<file path="src/design/led_bar_pattern_sequencer_assert.svh">
// Assertion macros of the LED bar pattern sequencer, included by its top level.
`ifndef LED_BAR_PATTERN_SEQUENCER_ASSERT_SVH
`define LED_BAR_PATTERN_SEQUENCER_ASSERT_SVH

`ifndef ASSERT_OFF
// Checks that a property holds at every clock edge outside reset.
`define LBPS_ASSERT(lbl, prop, msg) \
  lbl: assert property (@(posedge clk_i) disable iff (!rst_ni) (prop)) else $error(msg);
// Checks that a condition in one cycle implies another in the next cycle.
`define LBPS_ASSERT_NEXT(lbl, cond, cons, msg) \
  lbl: assert property (@(posedge clk_i) disable iff (!rst_ni) (cond) |=> (cons)) \
    else $error(msg);
`else
`define LBPS_ASSERT(lbl, prop, msg)
`define LBPS_ASSERT_NEXT(lbl, cond, cons, msg)
`endif

`endif

</file>
<file path="src/design/lbps_pkg.sv">
// Types and constants of the LED bar pattern sequencer.
package lbps_pkg;

  localparam int unsigned COUNT_W   = 16;
  localparam int unsigned LED_W     = 8;
  localparam int unsigned MODE_W    = 3;
  localparam int unsigned MODE_SLOTS = 8;
  localparam int unsigned CFG_IDX_W = 2;

  // Configuration register indexes.
  localparam logic [CFG_IDX_W-1:0] CFG_START_PERIOD = 2'd0;
  localparam logic [CFG_IDX_W-1:0] CFG_PERIOD_STEP  = 2'd1;

  localparam logic [COUNT_W-1:0] START_PERIOD_RST = 16'd15624;
  localparam logic [COUNT_W-1:0] PERIOD_STEP_RST  = 16'd3906;
  localparam logic [COUNT_W-1:0] PERIOD_MAX       = 16'hFFFF;

  // Command characters.
  localparam logic [7:0] CMD_UNLOCK = 8'h55;  // 'U'
  localparam logic [7:0] CMD_FASTER = 8'h41;  // 'A'
  localparam logic [7:0] CMD_SLOWER = 8'h42;  // 'B'
  // Digits '0' to '7' share these upper five bits.
  localparam logic [4:0] CMD_DIGIT_HI = 5'b00110;

  typedef enum logic [MODE_W-1:0] {
    MODE_HOLD        = 3'd0,
    MODE_INVERT      = 3'd1,
    MODE_COUNT_UP    = 3'd2,
    MODE_PULSE       = 3'd3,
    MODE_COUNT_DOWN  = 3'd4,
    MODE_ROTATE_LEFT = 3'd5,
    MODE_WALK_RIGHT  = 3'd6,
    MODE_FILL        = 3'd7
  } mode_e;

  // Default pattern of each mode, also the reset contents of the save slots.
  localparam logic [LED_W-1:0] DEFAULT_PAT [MODE_SLOTS] = '{
    8'hAA, 8'hAA, 8'h00, 8'h18, 8'hFF, 8'h01, 8'h7F, 8'h00
  };

  localparam logic [LED_W-1:0] PAT_TOP_BIT  = 8'b1000_0000;
  localparam logic [LED_W-1:0] PAT_LOW_BIT  = 8'b0000_0001;
  localparam logic [LED_W-1:0] PAT_WALK_END = 8'b1111_1110;
  localparam logic [LED_W-1:0] PAT_WALK_RST = 8'b0111_1111;
  localparam logic [LED_W-1:0] PAT_FULL     = 8'b1111_1111;

endpackage

</file>
<file path="src/design/led_bar_pattern_sequencer.sv">
// Top level of the LED bar pattern sequencer: command decode, step timer and pattern update.
//
// Usage: every slave beat is one event. s_axis_tuser = 0 marks a prescaled timer
// tick, s_axis_tuser = 1 marks a received command byte carried in s_axis_tdata.
// Each accepted beat yields exactly one master beat that reports the LED pattern,
// the active mode, the unlock flag and whether this beat advanced the pattern.
// The event is processed in the cycle it is accepted: the state registers and the
// result register load at the same edge, unless a configuration write takes the state
// registers; the result beat appears in the cycle after acceptance. One beat per cycle
// is sustained; the only limit is the single result register, which s_axis_tready frees
// whenever it is empty or being drained. When the receiver stalls, the result beat holds
// and s_axis_tready drops until it is taken, so no beat is lost or repeated.
// Reset clears pattern, mode, unlock flag and the tick counter, loads the period
// from its reset value and restores all eight save slots to the mode defaults.
// The configuration port writes start_period (index 0, also reloads the period)
// and period_step (index 1); writes are meant only while the block is idle.
`include "led_bar_pattern_sequencer_assert.svh"

module led_bar_pattern_sequencer (
  input  logic        clk_i,
  input  logic        rst_ni,
  input  logic        s_axis_tvalid,
  output logic        s_axis_tready,
  input  logic [7:0]  s_axis_tdata,   // [7:0] cmd_byte
  input  logic        s_axis_tuser,   // [0] opcode
  output logic        m_axis_tvalid,
  input  logic        m_axis_tready,
  // [7:0] led_pattern, [10:8] active_mode, [11] is_unlocked, [12] step_taken,
  // [15:13] zero
  output logic [15:0] m_axis_tdata,
  input  logic        cfg_we_i,
  input  logic [lbps_pkg::CFG_IDX_W-1:0] cfg_index_i,
  input  logic [lbps_pkg::COUNT_W-1:0]   cfg_data_i
);

  // Architectural state.
  logic [lbps_pkg::COUNT_W-1:0] period_step_q;
  logic [lbps_pkg::COUNT_W-1:0] period_q, period_d;
  logic [lbps_pkg::COUNT_W-1:0] tick_q, tick_d;
  logic [lbps_pkg::LED_W-1:0]   led_q, led_d;
  lbps_pkg::mode_e              mode_q, mode_d;
  logic                         unlock_q, unlock_d;
  logic [lbps_pkg::LED_W-1:0]   saved_q [lbps_pkg::MODE_SLOTS];
  logic                         save_we;

  // Result register.
  logic                         out_valid_q;
  logic [lbps_pkg::LED_W-1:0]   out_led_q;
  lbps_pkg::mode_e              out_mode_q;
  logic                         out_unlock_q;
  logic                         out_step_q;

  logic                         in_acc;
  logic                         is_tick;
  logic                         match;
  logic                         step_d;
  logic [lbps_pkg::COUNT_W:0]   cmp_wide;
  logic [lbps_pkg::COUNT_W-1:0] cmp_val;
  logic [lbps_pkg::COUNT_W-1:0] faster_diff;
  logic [lbps_pkg::COUNT_W:0]   slower_sum;
  logic                         is_digit;
  lbps_pkg::mode_e              new_mode;

  // Next pattern on a compare match, by the rule of the active mode.
  function automatic logic [lbps_pkg::LED_W-1:0] advance(
    input logic [lbps_pkg::LED_W-1:0] pat,
    input lbps_pkg::mode_e            mode
  );
    logic [lbps_pkg::LED_W-1:0] base;
    base = pat;
    case (mode)
      lbps_pkg::MODE_INVERT:     advance = ~pat;
      lbps_pkg::MODE_COUNT_UP:   advance = pat + 8'd1;
      lbps_pkg::MODE_COUNT_DOWN: advance = pat - 8'd1;
      lbps_pkg::MODE_ROTATE_LEFT: begin
        advance = (pat == lbps_pkg::PAT_TOP_BIT) ? lbps_pkg::PAT_LOW_BIT
                                                 : {pat[6:0], 1'b0};
      end
      lbps_pkg::MODE_WALK_RIGHT: begin
        advance = (pat == lbps_pkg::PAT_WALK_END) ? lbps_pkg::PAT_WALK_RST
                                                  : {~1'b0, pat[7:1]};
      end
      lbps_pkg::MODE_FILL: begin
        if (pat == lbps_pkg::PAT_FULL) begin
          base = '0;
        end
        advance = {base[6:0], 1'b1};
      end
      default: advance = pat;
    endcase
  endfunction

  assign in_acc        = s_axis_tvalid && s_axis_tready;
  assign s_axis_tready = !out_valid_q || m_axis_tready;
  assign is_tick       = !s_axis_tuser;

  // Compare value: the period scaled by the mode's fraction in quarters,
  // truncated and saturated to the counter width.
  always_comb begin
    case (mode_q) inside
      lbps_pkg::MODE_COUNT_UP, lbps_pkg::MODE_PULSE, lbps_pkg::MODE_WALK_RIGHT:
        cmp_wide = {2'b00, period_q[lbps_pkg::COUNT_W-1:1]};
      lbps_pkg::MODE_COUNT_DOWN:
        cmp_wide = {3'b000, period_q[lbps_pkg::COUNT_W-1:2]};
      lbps_pkg::MODE_ROTATE_LEFT:
        cmp_wide = {1'b0, period_q} + {2'b00, period_q[lbps_pkg::COUNT_W-1:1]};
      default:
        cmp_wide = {1'b0, period_q};
    endcase
    cmp_val = cmp_wide[lbps_pkg::COUNT_W] ? lbps_pkg::PERIOD_MAX
                                          : cmp_wide[lbps_pkg::COUNT_W-1:0];
  end

  assign match       = (tick_q >= cmp_val);
  assign faster_diff = period_q - period_step_q;
  assign slower_sum  = {1'b0, period_q} + {1'b0, period_step_q};
  assign is_digit    = (s_axis_tdata[7:3] == lbps_pkg::CMD_DIGIT_HI);
  assign new_mode    = lbps_pkg::mode_e'(s_axis_tdata[2:0]);

  always_comb begin
    period_d = period_q;
    tick_d   = tick_q;
    led_d    = led_q;
    mode_d   = mode_q;
    unlock_d = unlock_q;
    save_we  = 1'b0;
    step_d   = 1'b0;
    if (is_tick) begin
      if (match) begin
        tick_d = '0;
        led_d  = advance(led_q, mode_q);
        step_d = 1'b1;
      end else begin
        tick_d = tick_q + 16'd1;
      end
    end else if (s_axis_tdata == lbps_pkg::CMD_UNLOCK) begin
      unlock_d = 1'b1;
    end else if (unlock_q) begin
      if (s_axis_tdata == lbps_pkg::CMD_FASTER) begin
        if (period_q > period_step_q) begin
          period_d = (faster_diff < period_step_q) ? period_step_q : faster_diff;
        end
      end else if (s_axis_tdata == lbps_pkg::CMD_SLOWER) begin
        period_d = slower_sum[lbps_pkg::COUNT_W] ? lbps_pkg::PERIOD_MAX
                                                 : slower_sum[lbps_pkg::COUNT_W-1:0];
      end else if (is_digit) begin
        if (new_mode == mode_q) begin
          // Reselecting the active mode reloads its default pattern.
          led_d = lbps_pkg::DEFAULT_PAT[s_axis_tdata[2:0]];
        end else begin
          save_we = 1'b1;
          led_d   = saved_q[s_axis_tdata[2:0]];
          mode_d  = new_mode;
        end
      end
    end
  end

  // State registers, including the configuration port.
  always_ff @(posedge clk_i or negedge rst_ni) begin
    if (!rst_ni) begin
      period_step_q <= lbps_pkg::PERIOD_STEP_RST;
      period_q      <= lbps_pkg::START_PERIOD_RST;
      tick_q        <= '0;
      led_q         <= '0;
      mode_q        <= lbps_pkg::MODE_HOLD;
      unlock_q      <= 1'b0;
      for (int i = 0; i < lbps_pkg::MODE_SLOTS; i++) begin
        saved_q[i] <= lbps_pkg::DEFAULT_PAT[i];
      end
    end else if (cfg_we_i) begin
      if (cfg_index_i == lbps_pkg::CFG_START_PERIOD) begin
        period_q <= cfg_data_i;
      end else if (cfg_index_i == lbps_pkg::CFG_PERIOD_STEP) begin
        period_step_q <= cfg_data_i;
      end
    end else if (in_acc) begin
      period_q <= period_d;
      tick_q   <= tick_d;
      led_q    <= led_d;
      mode_q   <= mode_d;
      unlock_q <= unlock_d;
      if (save_we) begin
        saved_q[mode_q] <= led_q;
      end
    end
  end

  // Result register: loads with each accepted beat, clears when drained.
  always_ff @(posedge clk_i or negedge rst_ni) begin
    if (!rst_ni) begin
      out_valid_q <= 1'b0;
    end else if (in_acc) begin
      out_valid_q <= 1'b1;
    end else if (m_axis_tready) begin
      out_valid_q <= 1'b0;
    end
  end

  always_ff @(posedge clk_i) begin
    if (in_acc) begin
      out_led_q    <= led_d;
      out_mode_q   <= mode_d;
      out_unlock_q <= unlock_d;
      out_step_q   <= step_d;
    end
  end

  assign m_axis_tvalid = out_valid_q;
  assign m_axis_tdata  = {3'b000, out_step_q, out_unlock_q, out_mode_q, out_led_q};

  `LBPS_ASSERT_NEXT(a_unlock_sticks, unlock_q, unlock_q, "unlock flag cleared")
  `LBPS_ASSERT_NEXT(a_locked_holds, !unlock_q && !cfg_we_i,
                    $stable(period_q) && $stable(mode_q), "locked block changed period or mode")
  `LBPS_ASSERT_NEXT(a_cmd_no_step, in_acc && s_axis_tuser, !out_step_q,
                    "command beat reported a step")
  `LBPS_ASSERT_NEXT(a_match_clears, in_acc && is_tick && match && !cfg_we_i, tick_q == '0,
                    "tick counter not cleared on match")
  `LBPS_ASSERT_NEXT(a_result_valid, in_acc, out_valid_q, "accepted beat gave no result")

endmodule
</file>
<file path="config.mk">
export PLATFORM = sky130hd
export DESIGN_NAME = led_bar_pattern_sequencer
export DESIGN_NICKNAME = d
export VERILOG_FILES = /design/src/design/lbps_pkg.sv /design/src/design/led_bar_pattern_sequencer.sv
export VERILOG_INCLUDE_DIRS = /design/src /design/src/design
export SDC_FILE = /design/constraint.sdc
export NUM_CORES = 1
export LEC_CHECK = 0
export ABC_AREA = 1
export BUFFER_PORTS_ARGS = -buffer_cell sky130_fd_sc_hd__buf_4
export CORE_MARGIN = 5
export CORE_UTILIZATION = 40
export CTS_BUF_LIST = sky130_fd_sc_hd__clkbuf_4
export CTS_CLUSTER_DIAMETER = 200
export DETAILED_ROUTE_END_ITERATION = 8
export PLACE_DENSITY = 0.54
export SETUP_SLACK_MARGIN = 0.02
export SLEW_MARGIN = 20
export SYNTH_ARGS = -nofsm -noshare
export SYNTH_HDL_FRONTEND = slang
export SYNTH_SLANG_ARGS = --single-unit
</file>
<file path="constraint.sdc">
create_clock -name clk_i -period 6.63 [get_ports clk_i]
set_input_delay 0.9945 -clock clk_i [delete_from_list [all_inputs] [get_ports clk_i]]
set_output_delay 0.9945 -clock clk_i [all_outputs]
set_load 0.005 [all_outputs]
</file>
After elaboration in Yosys (flattened, before gate mapping)
Memory sizes are Yosys's and may differ from the RTL's.
Index checks and enable logic that the tools add are counted.
W data, S select, Z words.

operators by class
  add/sub/neg operators = 6
  magnitude comparators = 6
  eq/ne operators = 19
  muxes and demuxes = 55
  bitwise gates (word level) = 6
  reductions and logical operators = 16

operators with widths
  cell                     count
  $mux W16                 13
  $mux W8                  15
  $bwmux W64               1
  $mux W17                 3
  $pmux W8 S6              1
  $bmux W8 S3              1
  $demux W8 S3             1
  $eq A8 B7 Y1 const B     3
  $eq A8 B8 Y1 const B     3
  $mux W3                  7
  $add A16 B15 Y17         1
  $add A16 B16 Y17         1
  $add A16 B1 Y16 const B  1
  $ge A16 B16 Y1           1
  $gt A16 B16 Y1           1
  $lt A16 B16 Y1           1
  $sub A16 B16 Y16         1
  $eq A3 B3 Y1 const B     4
  $mux W1                  12
  $reduce_and A3 Y1        3
  $add A8 B1 Y8 const B    1
  $ge A4 B4 Y1 const B     2
  $not A3 Y4               2
  $not A8 Y8               1
  other kinds (21)         28

word-level totals
  register bits after elaboration = 138
  ROM bits = 64
  input bits = 32
  output and inout bits = 18
  word-level logic and storage cells = 128
  memories kept = 1

memories
  memory           words  width  read ports  clocked after Yosys merged registers in  wr ports  RTL line                          RTL
  (no name shown)  8      8      1           0                                        0         led_bar_pattern_sequencer.sv:149  led_d = lbps_pkg::DEFAULT_PAT[s_axis_tdata[2:0]];

Depth between registers and ports, before layout
Gate-level depths: netlist (run 1).

  depth after elaboration = 11
  gate-level depth with buffers = 30

Least setup slack after synthesis (run 1)
OpenSTA, ideal clock, no wires.

  kind = reg2reg
  start point = reg period_q[1] (netlist bit)
  end point = reg out_led_q[3] (netlist bit), data pin
  library setup time = 0.263 ns
  data arrival time = 3.711 ns
  required time = 6.367 ns
  path slack = 2.656 ns
  cell stages (with the launch flop) = 27
  clock period less this slack = 3.974 ns
  cells stage by stage = dfrtp_1 ha_1 fa_1 nand3_1 nand2_1 nand2_1 nand2_1 nand2_1 nand2_1 nand2_1 nand2_1 nand2_1 nand2_1 nand2_1 inv_1 buf_2 a21oi_1 ha_1 a21oi_1 o21ai_0 a21oi_1 nand3_1 clkbuf_1 nand2_1 nand2_1 nand2_1 nand2_1

on the way
  longest elaborated chain between the ends = 8

ends and longest elaborated chain
  element                 RTL line                          RTL
  start, declared         led_bar_pattern_sequencer.sv:38   logic [lbps_pkg::COUNT_W-1:0] period_q, period_d;
  start signal, assigned  led_bar_pattern_sequencer.sv:163  period_q <= lbps_pkg::START_PERIOD_RST;
  start signal, assigned  led_bar_pattern_sequencer.sv:173  period_q <= cfg_data_i;
  start signal, assigned  led_bar_pattern_sequencer.sv:178  period_q <= period_d;
  $add A16 B15 Y17        led_bar_pattern_sequencer.sv:106  cmp_wide = {1'b0, period_q} + {2'b00, period_q[lbps_pkg::COUNT_W-1:1]};
  $mux W17 (2 in series)  led_bar_pattern_sequencer.sv:100  case (mode_q) inside
  $mux W17 *              led_bar_pattern_sequencer.sv:100
  $mux W16 *              led_bar_pattern_sequencer.sv:110  cmp_val = cmp_wide[lbps_pkg::COUNT_W] ? lbps_pkg::PERIOD_MAX
  $ge A16 B16 Y1 *        led_bar_pattern_sequencer.sv:114  assign match = (tick_q >= cmp_val);
  $mux W8 *               led_bar_pattern_sequencer.sv:129  if (match) begin
  $mux W8 *               led_bar_pattern_sequencer.sv:128  if (is_tick) begin
  net led_d (one bit)     led_bar_pattern_sequencer.sv:40   logic [lbps_pkg::LED_W-1:0] led_q, led_d;
  end signal, assigned    led_bar_pattern_sequencer.sv:202  out_led_q <= led_d;
  end, declared           led_bar_pattern_sequencer.sv:48   logic [lbps_pkg::LED_W-1:0] out_led_q;

The timed path passes the listed nets; every way through them passes the cells marked *.
A chain may end at the register's enable or synchronous reset.

Worst setup path in the final report (run 1)
  start point = reg period_q[1] (netlist bit)
  end point = reg tick_q[8] (netlist bit)

on the way
  longest elaborated chain between the ends = 7

ends and longest elaborated chain
  element                 RTL line                          RTL
  $add A16 B15 Y17        led_bar_pattern_sequencer.sv:106
  $mux W17 (2 in series)  led_bar_pattern_sequencer.sv:100
  $mux W17 *              led_bar_pattern_sequencer.sv:100
  $mux W16 *              led_bar_pattern_sequencer.sv:110
  $ge A16 B16 Y1 *        led_bar_pattern_sequencer.sv:114
  $mux W16 *              led_bar_pattern_sequencer.sv:129
  end signal, assigned    led_bar_pattern_sequencer.sv:179  tick_q <= tick_d;
  end, declared           led_bar_pattern_sequencer.sv:39   logic [lbps_pkg::COUNT_W-1:0] tick_q, tick_d;

Every way passes the cells marked *; elsewhere a longest branch is shown, timed or not.

==> run_results.csv, run 1 <==
group,metric,value,unit
status,status,"completed",
yosys,synth.largest_area_cell,"nand2_1",
worst_setup_path,cp.required,7100,ps
floorplanning,start_util,0.4076,
yosys,synth-seq-cells,138,
sta,period_share,0.7522,
layout,drive_gt1_frac,0.07420,
routing,route.detailed.drc,0,
clock_tree,cts_sinks,138,
clock_tree,cts_resized,0,
global_route,grt_pass1_vias,11150,
power,leakage,6.470,nW
sta,slew_violations,0,
floorplanning,fp-row-count,62,
routing,ant_nets,0,
min_path,hold_class,"flop to flop",
routing,drtPass1Iterations,6,
clock_tree,hold_buffers,0,
layout,nets,1942,
clock_tree,cts_tree,"built",
worst_setup_path,crit_type,"flop to flop",
global_route,track_usage,0.2280,
layout,stdcell_count,2218,
floorplanning,design.die.area,33020,um^2
worst_setup_path,max_stage_delay,580,ps
floorplanning,fp.dieH,181.7,um
sta,fmax,200.5,MHz
worst_setup_path,start_kind,"flop",
floorplanning,die_w,181.7,um
layout,regArea,3566,um^2
sta,relSlewSlack,0.2784,
worst_setup_path,critPathCaptureType,"flop",
yosys,yosys_warnings,0,
routing,wire_per_inst,17.13,um
power,powerDensity,323.9,nW/um^2
clock_tree,htree_levels,4,
layout,fin_util,0.4392,
routing,dr_total_vias,11800,
clock_tree,clockBufferDepth,2,
worst_setup_path,path_cells,"ha_1, fa_1, nand3_1, nand2_1, nand2_1, nand2_1, nand2_1, nand2_1, nand2_1, nand2_1, nand2_1, nand2_1, nand2_1, inv_1, a21oi_1, ha_1, a21oi_1, o21ai_0, a21oi_1, nand3_1, nand2_1, nor2_1, nor3_1",
place,place_congestion,0.9320,
place,port_buffers,46,
yosys,synth_edf_count,13,
sta,finalSetupViolCount,0,
clock_tree,post_cts_buffers,0,
sta,whs,501.3,ps
clock_tree,clk_transition_reported_paths,140,ps
place,placedCellCount,2185,
yosys,syn_area,11800,um^2
routing,wl,37.99,mm
yosys,yosysTopAreaCellShare,0.1973,
layout,multi_input_area,7019,um^2
global_route,grt_pass1_wl,60.87,mm
sta,fin_skew,43.01,ps
global_route,grt_max_degree,94,
yosys,avgSynthCellArea,6.502,um^2
worst_setup_path,worst_path_most_repeated_cell,"nand2_1",
sta,finalHoldViolations,0,
yosys,syn_inst,1814,
worst_setup_path,path_max_fanout,13,
routing,viasPerCell,5.320,
clock_tree,clockRootBuffer,"clkbuf_4",
place,dp_hpwl,28.81,mm
layout,fillers,3146,
yosys,synth_cell_types,46,
routing,drt_iter0_markers,1015,
global_route,grt_antenna_before_repair,1,
worst_setup_path,cpMaxStageDelayCell,"nand3_1",
sta,min_period,4987,ps
yosys,ys_top_cells_by_area,"nand2_1 (20%), dfrtp_1 (18%), ha_1 (9.1%)",
yosys,seq_area_frac_synth,0.3023,
sta,rsz0062_at_grt,"no",
sta,tightest_slew,1082,ps
clock_tree,numCtsBuffers,17,
layout,syn_to_final_growth,7.754,%
run,drv_cap,0,
power,max-vdd-ir-drop,0.1509,mV
clock_tree,clk_latency,590,ps
yosys,synthArstFlopShare,0.9058,
floorplanning,core,28940,um^2
floorplanning,ios,50,
sta,tns,0,ps
yosys,synth_ff_type,"dfrtp_1",
worst_setup_path,cp.arrival,5450,ps
global_route,grt_overflow_total,0,
==> per-stage QoR <==
step	cell area, um^2	worst slack [ps]	total power, mW
finish	12710	1643	4.117
global route	12710	1047	4.514
global placement	12390	1838	3.458
detailed placement	12390	1690	3.459
floorplan	11800	2656	2.803
CTS	12710	1664	4.115
==> kinds of logic (layout without fill, tap and decap cells) <==
family / Yosys count / in the layout / share of synthesized area
buffers and inverters: 314 / 331 / 0.1032
XOR/XNOR: 27 / 27 / 0.02005
AND/OR/NAND/NOR: 965 / 965 / 0.3446
multiplexers: 1 / 1 / 0.0009546
adder cells (fa/ha/maj): 90 / 90 / 0.09802
other: 1 / 4 / 0.0003179
AO/OA/AOI/OAI: 278 / 278 / 0.1305
flip-flops: 138 / 138 / 0.3023
==> path summary, 6_finish.rpt <==
kind | from | to | slack [ps] | cells after the start
setup reg to reg | period_q[1] | tick_q[8] | 1640 | 23
min in group asynchronous | rst_ni | period_step_q[4] | 510 | 1
max in group asynchronous | rst_ni | period_q[12] | 5130 | 2
hold reg to reg | saved_q[25] | saved_q[25] | 500 | 2
hold / removal | saved_q[25] | saved_q[25] | 500 | 2
setup / recovery | period_q[1] | tick_q[8] | 1640 | 23
==> flip-flops by register name (all words and copies together) (netlist names) <==
| signal | cells |
|---|---|
| mode_q | 3 |
| period_step_q | 16 |
| out_mode_q | 3 |
| out_step_q | 1 |
| out_led_q | 8 |
| tick_q | 16 |
| led_q | 8 |
| saved_q | 64 |
| out_unlock_q | 1 |
| period_q | 16 |
| unlock_q | 1 |
| m_axis_tvalid | 1 |
==> power by group <==
part	switching, mW	internal [mW]	leakage (nW)
clock network	0.367	0.268	0.167
registers	0.203	0.968	1.64
logic	1.52	0.790	4.66
==> cell usage after synthesis (7+ instances only) <==
| library cell | count |
|---|---|
| xor2_1 | 24 |
| o21ai_0 | 121 |
| dfrtp_1 | 87 |
| nand2_1 | 620 |
| inv_1 | 241 |
| nand3_1 | 155 |
| nor3_1 | 26 |
| o22ai_1 | 7 |
| edfxtp_1 | 13 |
| ha_1 | 86 |
| a21oi_1 | 99 |
| buf_2 | 16 |
| a22oi_1 | 8 |
| nor2_1 | 89 |
| dfstp_2 | 38 |
| nand4_1 | 47 |
| clkbuf_1 | 44 |
| or2_2 | 7 |
| and2_1 | 7 |
| o211ai_1 | 12 |
==> critical path: cells and delay by family (launching register included) <==
kind / cells / cell delay, ps
AND/OR/NAND/NOR: 15 / 2280
adder cells (fa/ha/maj): 3 / 990
flip-flops: 1 / 540
buffers and inverters: 1 / 190
AO/OA/AOI/OAI: 4 / 900
==> layout by cell type (no fill, tap or decap), types with 13 or more instances in the layout <==
cell type and instances:
ha_1 86, nand2_1 620, o21ai_0 121, nor3_1 26
clkbuf_4 17, nand3_1 155, nor2_1 89, nand4_1 47
buf_4 53, dfrtp_1 87, xor2_1 24, a21oi_1 99
edfxtp_1 13, inv_1 241, dfstp_2 38
==> cell type report <==
cell class | instances | share of cell area
diodes | 1 | 0.0001969
clock buffers | 17 | 0.01004
clock inverters | 15 | 0.01457
inverters | 245 | 0.07236
multi-input cells | 1364 | 0.5523
flip-flops and latches | 138 | 0.2806
well taps | 384 | 0.03780
repair buffers | 54 | 0.03219
==> routing by layer <==
| metal | global-route usage | routed length [um] |
|---|---|---|
| met1 | 0.3169 | 17930 |
| met2 | 0.3627 | 17140 |
| met3 | 0.03181 | 1801 |
| met4 | 0.08256 | 1118 |
| met5 | 0 | 0 |
Note: power is estimated with default switching activity, not from simulation.
==> run 2, diff against run 1 <==
==> constraint.sdc (replaced) <==
create_clock -name clk_i -period 4.6 [get_ports clk_i]
set_input_delay 0.69 -clock clk_i [delete_from_list [all_inputs] [get_ports clk_i]]
set_output_delay 0.69 -clock clk_i [all_outputs]
set_load 0.005 [all_outputs]
==> run 2 against run 1 <==
  * Clock skew is 13 ps lower
  * Sequential share of layout area is 0.31 points lower
  * Final area is 1.1% higher
  * Worst setup slack worse by 1200 ps
  * Utilization is 0.50 points higher
  * Largest cell class unchanged
  * Non-clock buffer count is 21 higher
  * Worst hold slack worse by 450 ps
  * Power is 44% higher
  * Clock-buffer cell count is 1 higher
  * Flip-flop and latch count stayed put
  * Largest power group unchanged
  * Via count is 0.43% lower
  * Wire length is 0.31% higher
==> run_results.csv, run 2 (synthesis results as in run 1) <==
group,metric,value,unit
clock_tree,htree_levels,4,
worst_setup_path,max_stage_delay,510,ps
power,powerDensity,460.4,nW/um^2
worst_setup_path,worstReg2RegStart,"period_q[1]",
worst_setup_path,path_max_fanout,9,
layout,syn_to_final_growth,8.985,%
sta,layout_setup_ws,467.9,ps
sta,fin_skew,30.37,ps
clock_tree,clk_transition_reported_paths,150,ps
layout,drive_gt1_frac,0.08738,
clock_tree,clockRootBuffer,"clkbuf_4",
sta,tightest_slew,1007,ps
clock_tree,numCtsBuffers,17,
global_route,grt_overflow_total,0,
sta,relSlewSlack,0.3270,
routing,route.detailed.drc,0,
min_path,hold_class,"input port to asynchronous set/reset pin",
place,port_buffers,46,
clock_tree,cts_sinks,138,
worst_setup_path,r2r_cells,27,
routing,drt_iter0_markers,886,
layout,largest_reg_flops,64,
layout,nets,1963,
worst_setup_path,crit_type,"flop to flop",
place,placedCellCount,2204,
power,max-vdd-ir-drop,0.1905,mV
worst_setup_path,cpMaxStageDelayCell,"dfrtp_2",
worst_setup_path,critPathCaptureType,"flop",
worst_setup_path,worstReg2RegEnd,"out_led_q[3]",
sta,slew_violations,0,
floorplanning,fp-row-count,62,
layout,layout_common_cells,"nand2_1 (619), inv_1 (240), nand3_1 (154)",
worst_setup_path,worst_path_most_repeated_cell,"nand2_1",
global_route,grt_pass1_wl,61.93,mm
routing,wire_per_inst,17.02,um
routing,ant_nets,0,
floorplanning,core,28940,um^2
global_route,grt_pass1_vias,11320,
layout,fin_util,0.4443,
place,dp_slack,312.2,ps
clock_tree,cts_tree,"built",
sta,whs,50.94,ps
worst_setup_path,endpoint,"out_led_q[3]",
clock_tree,clockBufferDepth,2,
global_route,grt_max_degree,71,
floorplanning,ios,50,
floorplanning,design.die.area,33020,um^2
sta,fmax,242.0,MHz
layout,layout_commonest_cell,"nand2_1",
sta,rsz0062_at_grt,"no",
layout,stdcell_count,2239,
sta,finalSetupViolCount,0,
global_route,track_usage,0.2308,
place,place_congestion,0.9365,
global_route,grt_antenna_before_repair,1,
floorplanning,fp.dieH,181.7,um
worst_setup_path,crit_cells,27,
worst_setup_path,cp.required,4930,ps
place,dp_hpwl,29.07,mm
clock_tree,hold_buffers,0,
worst_setup_path,crit_buf_inv,3,
worst_setup_path,cp.arrival,4460,ps
floorplanning,die_w,181.7,um
layout,regMostFlops,"saved_q",
power,leakage,6.557,nW
sta,min_period,4132,ps
sta,finalHoldViolations,0,
worst_setup_path,r2r_slack,470,ps
sta,tns,0,ps
worst_setup_path,critical_path.top_delay_family,"simple AND/OR/NAND/NOR gates",
worst_setup_path,start_kind,"flop",
clock_tree,clk_latency,580,ps
status,status,"completed",
routing,drtPass1Iterations,6,
routing,dr_total_vias,11750,
routing,wl,38.11,mm
routing,viasPerCell,5.247,
run,drv_cap,0,
sta,period_share,0.8983,
floorplanning,start_util,0.4076,
worst_setup_path,crit_start,"period_q[1]",
[run 2: through the flow]
| stage | area [um^2] | power (mW) |
|---|---|---|
| detailed placement | 12540 | 5.044 |
| finish | 12850 | 5.919 |
| global route | 12850 | 6.519 |
| floorplan | 11800 | 4.040 |
| global placement | 12540 | 5.046 |
| CTS | 12810 | 5.912 |
[run 2: repair_timing]
item / in CTS / in global routing
endpoints found under the setup margin: 0 / 25
resized for setup: 0 / 5
setup buffers: 0 / 2
[run 2: metal layers]
| layer | GRT usage | up-vias | share of wire |
|---|---|---|---|
| met1 | 0.3241 | 5437 | 0.47 |
| met2 | 0.3647 | 295 | 0.45 |
| met3 | 0.03321 | 66 | 0.043 |
| met5 | 0 | - | 0 |
| met4 | 0.07926 | 0 | 0.033 |
| li1 | - | 5951 | - |
[run 2: worst register-to-register path, cell delays in order (launching register included)]
cell and delay [ps]:
dfrtp_2 510, ha_1 240, fa_1 460, nand3_1 120
nand2_1 90, nand2_1 100, nand2_1 80, nand2_1 80
nand2_1 80, nand2_1 80, nand2_1 70, nand2_1 60
nand2_1 60, nand2_2 130, clkinvlp_4 160, buf_12 160
a21oi_1 140, ha_1 260, a21oi_1 140, o21a_1 130
nand2_1 50, nand2_1 90, nand3_2 170, buf_4 230
nand2_1 70, nand2_1 50, nand2_1 50, nand2_1 70
[run 2: how the worst min path moves through the flow]
stage                                   end
after detailed placement        saved_q[23]
after CTS                 period_step_q[12]
after global routing      period_step_q[12]
final                     period_step_q[12]
after floorplan                    led_q[0]
after global placement           saved_q[7]
[run 2: cell type report]
| cell class | instances | area, um^2 |
|---|---|---|
| flip-flops and latches | 138 | 3567 |
| diodes | 1 | 2.502 |
| fillers | 3103 | 16080 |
| clock buffers | 18 | 135.1 |
| repair buffers | 75 | 579.3 |
| multi-input cells | 1364 | 7030 |
| clock inverters | 14 | 136.4 |
| well taps | 384 | 480.5 |
| inverters | 245 | 923.4 |
[run 2: where the power goes]
group	internal (mW)	leakage, nW	total [mW]	switching, mW
clock	0.290	0.150	0.844	0.554
combinational	1.18	4.77	3.41	2.23
sequential	1.40	1.64	1.66	0.269
total	2.87	6.56	5.92	3.05
==> run 3, diff against run 2 <==
--- a/config.mk
+++ b/config.mk
@@ -13,7 +13,7 @@
 export CTS_BUF_LIST = sky130_fd_sc_hd__clkbuf_4
 export CTS_CLUSTER_DIAMETER = 200
 export DETAILED_ROUTE_END_ITERATION = 8
-export PLACE_DENSITY = 0.54
+export PLACE_DENSITY = 0.57
 export SETUP_SLACK_MARGIN = 0.02
 export SLEW_MARGIN = 20
 export SYNTH_ARGS = -nofsm -noshare
==> run 3 against run 2 <==
  * Flip-flop and latch count did not move
  * Clock skew barely moved
  * Clock power rose by 3.0%
  * Register-to-register slack improved by 70 ps
  * Combinational power barely moved
  * Die area did not move
  * Worst hold slack got worse by 4.3 ps
  * Via count barely moved
  * Sequential share of layout area rose by 0.12 points
==> run_results.csv, run 3 (synthesis results as in run 1) <==
group,metric,value,unit
floorplanning,die_w,181.7,um
worst_setup_path,start_kind,"flop",
sta,tns,0,ps
layout,regMostFlops,"saved_q",
routing,drtPass1Iterations,5,
sta,fmax,246.4,MHz
global_route,track_usage,0.2232,
sta,min_period,4058,ps
layout,layout_common_cells,"nand2_1 (620), inv_1 (240), nand3_1 (154)",
layout,largest_reg_flops,64,
place,dp_hpwl,28.36,mm
floorplanning,design.die.area,33020,um^2
clock_tree,clk_transition_reported_paths,160,ps
run,drv_cap,0,
floorplanning,core,28940,um^2
layout,syn_to_final_growth,8.528,%
routing,drt_iter0_markers,941,
sta,tightest_slew,1025,ps
sta,fin_skew,30.00,ps
power,p_int,2.902,mW
clock_tree,hold_buffers,0,
sta,finalSetupViolCount,0,
sta,finalHoldViolations,0,
clock_tree,clk_latency,590,ps
power,switching_share,0.5090,
clock_tree,clockRootBuffer,"clkbuf_4",
sta,rsz0062_at_grt,"no",
worst_setup_path,crit_type,"flop to flop",
global_route,grt_overflow_total,0,
worst_setup_path,cp.arrival,4400,ps
clock_tree,htree_levels,4,
power,p_comb_frac,0.572,
floorplanning,fp.dieH,181.7,um
global_route,grt_pass1_vias,10940,
routing,wire_per_inst,16.61,um
place,port_buffers,46,
power,leakage,6.538,nW
clock_tree,clockBufferDepth,2,
routing,route.detailed.drc,0,
worst_setup_path,critPathCaptureType,"flop",
power,power,5.910,mW
status,status,"completed",
layout,layout_commonest_cell,"nand2_1",
layout,nets,1956,
floorplanning,ios,50,
floorplanning,fp-row-count,62,
routing,dr_total_vias,11740,
power,max-vdd-ir-drop,0.2708,mV
global_route,grt_pass1_wl,60.11,mm
clock_tree,cts_tree,"built",
clock_tree,numCtsBuffers,17,
global_route,grt_antenna_before_repair,1,
sta,whs,46.67,ps
global_route,grt_max_degree,73,
routing,viasPerCell,5.259,
sta,slew_violations,0,
worst_setup_path,path_max_fanout,11,
clock_tree,cts_sinks,138,
layout,drive_gt1_frac,0.08338,
worst_setup_path,worstReg2RegStart,"period_q[1]",
clock_tree,post_cts_buffers,0,
routing,ant_nets,0,
sta,period_share,0.8821,
sta,relSlewSlack,0.3151,
power,seqPwrFrac,0.281,
place,place_congestion,0.9437,
power,powerDensity,461.7,nW/um^2
clock_tree,cts_resized,0,
worst_setup_path,crit_start,"period_q[1]",
routing,wl,37.07,mm
power,power.share.clock,0.147,
min_path,hold_class,"input port to asynchronous set/reset pin",
worst_setup_path,cp.required,4940,ps
power,netSwitchingPower,3.008,mW
floorplanning,start_util,0.4076,
run 3: changes by cell type in the layout (fill, tap and decap cells not counted), moves of 2 or more:
cell	change
clkinv_2	+2
inv_6	-2
buf_4	-6
clkinvlp_4	-2
run 3: path summary, 6_finish.rpt:
path                                          end  slack (ps)  cells past startpoint
worst max-delay path                 out_led_q[4]         540                     25
worst min-delay path            period_step_q[14]          50                      1
worst max register to register       out_led_q[4]         540                     25
worst min register to register        saved_q[31]         500                      2
max in group asynchronous             saved_q[10]        3550                      2
min in group clk_i              period_step_q[10]         340                      3
run 3: worst max-delay path, stage by stage, from the launching register on:
cell and delay, ps:
dfrtp_2 510, ha_1 230, fa_1 450, nand3_1 120, nand2_1 80, nand2_1 100, nand2_1 80, nand2_1 90
nand2_1 70, nand2_1 80, nand2_1 60, nand2_1 50, nand2_1 40, nand2_1 150, inv_2 130, a21oi_1 150
ha_1 260, a21oi_1 150, o21ai_0 80, a21oi_1 210, nand3_2 210, buf_4 220, nand2_1 60, nand2_1 50
nand2_1 60, nand2_1 100
run 3: power by group through the flow:
stage               Clock, mW  Sequential [mW]  Combinational, mW
finish                  0.869             1.66               3.38
global route            0.960             1.69               3.83
CTS                     0.898             1.66               3.36
detailed placement          0             1.68               3.34
global placement            0             1.68               3.33
floorplan                   0             1.55               2.49
run 3: final cells by class:
cell class / count / area [um^2]
Fill cell: 3059 / 16130
Multi-Input combinational cell: 1364 / 7027
Sequential cell: 138 / 3567
Inverter: 245 / 919.6
Timing Repair Buffer: 68 / 514.2
Tap cell: 384 / 480.5
Clock inverter: 15 / 162.7
Clock buffer: 17 / 127.6
Antenna cell: 1 / 2.502
run 3: per-stage QoR:
stage	utilization	instance area [um^2]	cells	setup slack, ps
detailed placement	0.4320	12500	2199	293.6
global route	0.4424	12800	2232	88.19
finish	0.4424	12800	2232	542.1
global placement	0.4320	12500	2199	450.6
CTS	0.4420	12790	2231	271.8
floorplan	-	11800	1816	625.8
run 3: routing by layer:
metal	vias to the layer above	wire (um)	GRT usage
li1	5937	-	-
met1	5411	17590	0.3142
met2	339	17150	0.3641
met3	51	1568	0.02981
met4	0	755	0.05494
met5	-	0	0
